<file path="config.mk">
export PLATFORM = sky130hd
export DESIGN_NAME = rrc_front
export DESIGN_NICKNAME = d
export VERILOG_FILES = /design/src/rrc_pkg.sv /design/src/rrc_front.sv
export SDC_FILE = /design/constraint.sdc
export NUM_CORES = 2
export LEC_CHECK = 0
export CAP_MARGIN = 20
export CORE_UTILIZATION = 32
export CTS_BUF_LIST = sky130_fd_sc_hd__clkbuf_8 sky130_fd_sc_hd__clkbuf_16
export DETAILED_ROUTE_END_ITERATION = 10
export DONT_BUFFER_PORTS = 1
export HOLD_SLACK_MARGIN = 0.12
export PLACE_DENSITY = 0.53
export SETUP_SLACK_MARGIN = 0.15
export SYNTH_ARGS = -nofsm -noshare
export SYNTH_HDL_FRONTEND = slang
export SYNTH_SLANG_ARGS = --single-unit
</file>
<file path="constraint.sdc">
create_clock -name aclk -period 11.16 [get_ports aclk]
set_clock_uncertainty 0.2 [all_clocks]
set_input_delay 2.232 -clock aclk [delete_from_list [all_inputs] [get_ports aclk]]
set_output_delay 2.232 -clock aclk [all_outputs]
set_load 0.01 [all_outputs]
</file>
<file path="src/rrc_pkg.sv">
`default_nettype none

package rrc_pkg;

    localparam int COORD_W  = 24;
    localparam int RADIUS_W = 23;
    localparam int GEO_W    = 27;
    localparam int SQ_W     = 2 * GEO_W;
    localparam int SUM_W    = SQ_W + 1;
    localparam int INDEX_W  = 3;
    localparam int CORNERS  = 4;

    localparam logic [INDEX_W-1:0] REG_EDGE_LEFT           = 3'd0;
    localparam logic [INDEX_W-1:0] REG_EDGE_RIGHT          = 3'd1;
    localparam logic [INDEX_W-1:0] REG_EDGE_BOTTOM         = 3'd2;
    localparam logic [INDEX_W-1:0] REG_EDGE_TOP            = 3'd3;
    localparam logic [INDEX_W-1:0] REG_RADIUS_RIGHT_BOTTOM = 3'd4;
    localparam logic [INDEX_W-1:0] REG_RADIUS_RIGHT_TOP    = 3'd5;
    localparam logic [INDEX_W-1:0] REG_RADIUS_LEFT_TOP     = 3'd6;
    localparam logic [INDEX_W-1:0] REG_RADIUS_LEFT_BOTTOM  = 3'd7;

    localparam int CORNER_RB = 0;
    localparam int CORNER_RT = 1;
    localparam int CORNER_LT = 2;
    localparam int CORNER_LB = 3;

    localparam logic signed [COORD_W-1:0] EDGE_LEFT_RESET   = -24'sd25600;
    localparam logic signed [COORD_W-1:0] EDGE_RIGHT_RESET  = 24'sd25600;
    localparam logic signed [COORD_W-1:0] EDGE_BOTTOM_RESET = -24'sd25600;
    localparam logic signed [COORD_W-1:0] EDGE_TOP_RESET    = 24'sd25600;

    typedef struct packed {
        logic signed [COORD_W-1:0]          edge_left;
        logic signed [COORD_W-1:0]          edge_right;
        logic signed [COORD_W-1:0]          edge_bottom;
        logic signed [COORD_W-1:0]          edge_top;
        logic [CORNERS-1:0][RADIUS_W-1:0]   radius;
    } cfg_t;

    typedef struct packed {
        logic                    valid;
        logic                    outside;
        logic                    skip_circle;
        logic signed [GEO_W-1:0] dx;
        logic signed [GEO_W-1:0] dy;
        logic signed [GEO_W-1:0] r;
    } corner_t;

endpackage

`default_nettype wire

</file>
<file path="src/rrc_front.sv">
`default_nettype none

module rrc_front
    import rrc_pkg::*;
(
    input  wire logic                      aclk,
    input  wire logic                      aresetn,
    input  wire logic                      en,
    input  wire logic                      in_valid,
    input  wire logic signed [COORD_W-1:0] point_x,
    input  wire logic signed [COORD_W-1:0] point_y,
    input  wire cfg_t                      cfg,
    output corner_t                        corner
);

    // Stage 0: captured point.
    logic                      v0_reg;
    logic signed [COORD_W-1:0] x0_reg;
    logic signed [COORD_W-1:0] y0_reg;

    // Stage 1: edge test and clamped radii, all at twice the input scale.
    logic                                  v1_reg;
    logic                                  inside1_reg;
    logic                                  zero1_reg;
    logic signed [GEO_W-1:0]               px1_reg;
    logic signed [GEO_W-1:0]               py1_reg;
    logic signed [CORNERS-1:0][GEO_W-1:0]  rc1_reg;

    corner_t corner_reg;
    corner_t corner_next;

    logic signed [COORD_W-1:0] el, er, eb, et;
    logic                      inside1_next;
    logic                      zero1_next;
    logic signed [COORD_W:0]   span_w, span_h, min_span;
    logic signed [GEO_W-1:0]   min_span_g;
    logic signed [CORNERS-1:0][GEO_W-1:0] rc1_next;
    logic signed [GEO_W-1:0]   rad2;

    logic signed [GEO_W-1:0]   l2, rt2, b2, t2;
    logic signed [GEO_W-1:0]   cx_rb, cy_rb, cx_rt, cy_rt, cx_lt, cy_lt, cx_lb, cy_lb;
    logic                      in_rb, in_rt, in_lt, in_lb;

    always_comb begin
        el = cfg.edge_left;
        er = cfg.edge_right;
        eb = cfg.edge_bottom;
        et = cfg.edge_top;

        inside1_next = (x0_reg >= el) && (x0_reg <= er) && (y0_reg >= eb) && (y0_reg <= et);
        zero1_next   = (cfg.radius == '0);

        span_w   = (COORD_W+1)'(er) - (COORD_W+1)'(el);
        span_h   = (COORD_W+1)'(et) - (COORD_W+1)'(eb);
        min_span = (span_w < span_h) ? span_w : span_h;
        min_span_g = GEO_W'(min_span);

        rad2 = '0;
        for (int i = 0; i < CORNERS; i++) begin
            rad2 = signed'({{(GEO_W-RADIUS_W-1){1'b0}}, cfg.radius[i], 1'b0});
            rc1_next[i] = (rad2 < min_span_g) ? rad2 : min_span_g;
        end
    end

    always_comb begin
        l2  = GEO_W'(el) <<< 1;
        rt2 = GEO_W'(er) <<< 1;
        b2  = GEO_W'(eb) <<< 1;
        t2  = GEO_W'(et) <<< 1;

        cx_rb = rt2 - rc1_reg[CORNER_RB];
        cy_rb = b2  + rc1_reg[CORNER_RB];
        cx_rt = rt2 - rc1_reg[CORNER_RT];
        cy_rt = t2  - rc1_reg[CORNER_RT];
        cx_lt = l2  + rc1_reg[CORNER_LT];
        cy_lt = t2  - rc1_reg[CORNER_LT];
        cx_lb = l2  + rc1_reg[CORNER_LB];
        cy_lb = b2  + rc1_reg[CORNER_LB];

        in_rb = (px1_reg > cx_rb) && (py1_reg < cy_rb);
        in_rt = (px1_reg > cx_rt) && (py1_reg > cy_rt);
        in_lt = (px1_reg < cx_lt) && (py1_reg > cy_lt);
        in_lb = (px1_reg < cx_lb) && (py1_reg < cy_lb);

        corner_next.valid       = v1_reg;
        corner_next.outside     = !inside1_reg;
        corner_next.skip_circle = zero1_reg || !(in_rb || in_rt || in_lt || in_lb);
        if (in_rb) begin
            corner_next.dx = px1_reg - cx_rb;
            corner_next.dy = py1_reg - cy_rb;
            corner_next.r  = rc1_reg[CORNER_RB];
        end else if (in_rt) begin
            corner_next.dx = px1_reg - cx_rt;
            corner_next.dy = py1_reg - cy_rt;
            corner_next.r  = rc1_reg[CORNER_RT];
        end else if (in_lt) begin
            corner_next.dx = px1_reg - cx_lt;
            corner_next.dy = py1_reg - cy_lt;
            corner_next.r  = rc1_reg[CORNER_LT];
        end else begin
            corner_next.dx = px1_reg - cx_lb;
            corner_next.dy = py1_reg - cy_lb;
            corner_next.r  = rc1_reg[CORNER_LB];
        end
    end

    always_ff @(posedge aclk) begin
        if (!aresetn) begin
            v0_reg           <= 1'b0;
            v1_reg           <= 1'b0;
            corner_reg.valid <= 1'b0;
        end else if (en) begin
            v0_reg      <= in_valid;
            v1_reg      <= v0_reg;
            x0_reg      <= point_x;
            y0_reg      <= point_y;
            inside1_reg <= inside1_next;
            zero1_reg   <= zero1_next;
            px1_reg     <= GEO_W'(x0_reg) <<< 1;
            py1_reg     <= GEO_W'(y0_reg) <<< 1;
            rc1_reg     <= rc1_next;
            corner_reg  <= corner_next;
        end
    end

    assign corner = corner_reg;

endmodule

`default_nettype wire

</file>
==> impl_results.md <==
* Leak at 17.6 nW
* Hold Path Class: flop to flop
* Mean post-synth cell area at 8.69 um^2
* Post-synth EDFFs at 277
* Total Die Area at 117000 um^2
* First-pass GRT wire length at 215000 um
* Initial antenna violation count at 8
* Most used cell, CP: inv_1
* Setup ws final at approximately 0.95 ns
* Post-CTS Resized at 0
* Uppermost layer routed: met4
* Area share of the largest cell type after synthesis at 22.6%
* DIE HEIGHT at 341 um
* Htree depth at 2
* Max Slew Vio Count at 0
* Final Non-Filler Cells at between 5000 and 6000
* Yosys top cell by area: edfxtp_1
* Post-route setup TNS at 0 ns
* Metal3 WL at ~11000 um
* Overall routed net length at approximately 150000 um
* DP Worst Slack at 0.462 ns
* Slowest Stage Delay on Critical Path at ~0.64 ns
* Seq cells post-synth at 280
* Io pins at 324
* CTS Buf Count at 41
* Ratio of total power to cell area at about 270 nW/um^2
* Sink Count at 280
* DRC Markers at 0
* Overall Global Routing Usage at 25.4%
* Vias per cell at about 5.7
* Finished Core Util at approximately a third
* R2R Setup Slk at 2.62 ns
* Largest net degree at the start of global routing at slightly above 100
* Sequential-to-total area share from yosys stat at 22.7%
* Vias at around 33000
* Core area at around 110000 um^2
* Root Buffer: clkbuf_16
* Synth Net Count at a little over 5000
* Buffers & Inverters on Critical Path at 7
* Met1 Wirelength at 67700 um
* R2R depth at 26
* Synth cell types at 94
* Peak VDD IR at 0.138 mV
* Mapped Cells at 4240
* CP Capture Type: flop
* Simple-gate share of the synthesized area at 13.9%
* Largest family of logic cells by synthesized area: compound AO/OA/AOI/OAI gates
* Setup Buffers After CTS at 0
* Adder-cell share of the synthesized area at between 20% and 30%
* Least-Margin Pin Slew at 0.998 ns
* Final Hold Viols at 0
* WHS at 0.246 ns
* Crit path max-delay family: compound AO/OA/AOI/OAI gates
* CTS tree: yes
* DP HPWL at 129000 um
* Period utilization at approximately nine tenths
* Max-Cap Viols at 0
* Async SR Flop Fraction at 0%
* Worst path slowest cell: o221ai_1
* Area Growth Syn to Fin at 8.97%
* WP depth at 40
* CP Class: input pin to flop
* Netlist Area Pre-Place at 36900 um^2
* Compound-Gate Fraction of Synth Area at 23.1%
* Clock latency on the worst-skew pair at 0.64 ns
* Max-slew headroom at 33.4%
* Hold buffer count at CTS at 0
* Initial Util at 32.2%
* Detailed Route Iter0 Violations at 2876
* Cells after DPL at between 5000 and 6000
* Critical path required time at 11.31 ns
* Type of element launching the critical path: input pin
* Routed Antenna Nets at 0
* WL per Instance at 26.2 um
* Yosys warns at 0
* Largest cells by area after synthesis: edfxtp_1, ha_1, xnor2_1
* IO Port Bufs at 0
* Hold Path Stages at 0
* Dpl cell area at around 39000 um^2
* Final setup fails at 0
* Vias in the first global route at 32700
* XOR/XNOR Fraction of Synth Area at 8.72%
* Share of cells above drive strength 1 at between 6 and 7%
* Finished Cell Area at 40200 um^2
* CP max FO at 19
* Multiplexer share of the synthesized area at 4.15%
* TritonRoute pass-1 iters at 5
* Total power draw at 10.7 mW
* Grt total ovfl at 0
* Final Wtd Congestion at between 0.9 and 1
* Status: finished, final reports clean
* Clk buf depth at 3
* Die width at between 300 and 400 um
* Max FFs per register at 100
* Fin nets at 5146
* RSZ-0062 raised after global routing: false
* Fmax at 0.0979 GHz
* Metal2 WL at approximately 65000 um
* CP arrival at approximately 10 ns
* Fin crit period at 10.21 ns
* Clock-pin slew on the worst setup and hold paths at 0.06 ns
* Row count at 124
* Ys flop type: edfxtp_1
## metal layers
layer | up-vias | global-route usage, %
li1 | 15800 | -
met1 | 15700 | 33.9
met2 | 1159 | 39.7
met3 | 217 | 4.36
met4 | 0 | 11.9
met5 | - | 0
## final timing paths
check	to	startpoint
setup / recovery	rc1_reg[76]	cfg[140]
hold reg to reg	px1_reg[1]	x0_reg[0]
hold / removal	px1_reg[1]	x0_reg[0]
setup reg to reg	corner[39]	rc1_reg[54]
## cells in the mapped netlist, types with 40 or more instances
master,count
ha_1,640
inv_1,380
a21oi_1,332
o21ai_0,316
edfxtp_1,277
nor2_1,260
xnor2_1,224
nand2_1,216
xor2_1,143
a21o_1,140
nor3_1,93
nand3_1,86
nand2b_1,79
nor2b_1,79
a211oi_1,78
o21bai_1,74
mux2_2,66
nand4_1,61
clkbuf_1,55
a31oi_1,54
o22ai_1,42
o21a_1,40
## final cells by class
class | instances | area, um^2
clock buffer | 42 | 1040
antenna | 1 | 2.50
inverter | 380 | 1430
timing repair buffer | 39 | 338
sequential | 280 | 8380
multi-input combinational | 3510 | 26800
fill | 11800 | 74200
tap | 1512 | 1890
clock inverter | 32 | 312
## report_power, final
| group | total, mW | internal [mW] | switching, mW |
|---|---|---|---|
| Combinational | 7.38 | 2.94 | 4.44 |
| Sequential | 1.91 | 1.58 | 0.328 |
| Clock | 1.36 | 0.793 | 0.569 |
## worst reg2reg max path: stages (launching register included)
cell and delay [ns]:
edfxtp_1 0.61, inv_1 0.26, fa_1 0.46, a21o_1 0.18
a21oi_1 0.23, o21ai_0 0.11, a21oi_1 0.22, o21ai_0 0.11
a21oi_1 0.23, o21ai_0 0.12, a21oi_1 0.23, o21bai_1 0.11
a21oi_1 0.25, nor2b_1 0.11, o31ai_1 0.41, a21bo_2 0.29
ha_1 0.34, and3_1 0.19, and3_1 0.20, o41ai_1 0.82
o21ai_0 0.26, a31oi_1 0.31, o21ai_0 0.23, o311ai_2 0.39
buf_12 0.39, o211ai_1 0.31, a31oi_1 0.68
## layout by cell type (no fill, tap or decap), drive strengths merged, types with 14 or more instances in the layout
master	n
o22ai	42
a31oi	55
a21oi	333
o21a	40
ha	640
nand2b	79
or3	35
a211o	14
edfxtp	277
a211oi	80
mux2i	24
o21bai	74
xnor2	224
inv	391
o211ai	33
nor2	261
nor2b	79
or2	14
a21boi	38
mux2	103
xor2	143
nand4	61
and3	36
a21o	140
nand3	86
fa	14
nand2	216
o21ai	321
a31o	15
o31ai	16
and2	23
nor4	30
clkbuf	42
buf	39
nor3	93
## cell families (layout without fill, tap and decap cells)
| group | after synthesis | in the layout |
|---|---|---|
| buf+inv | 450 | 493 |
| compound gates | 1318 | 1318 |
| xor+xnor | 367 | 367 |
| mux | 127 | 127 |
| simple gates | 1039 | 1039 |
| fa+ha+maj | 659 | 659 |
| other cells | 0 | 1 |
| flops | 280 | 280 |
No activity file was read; power rests on OpenSTA's default activity.
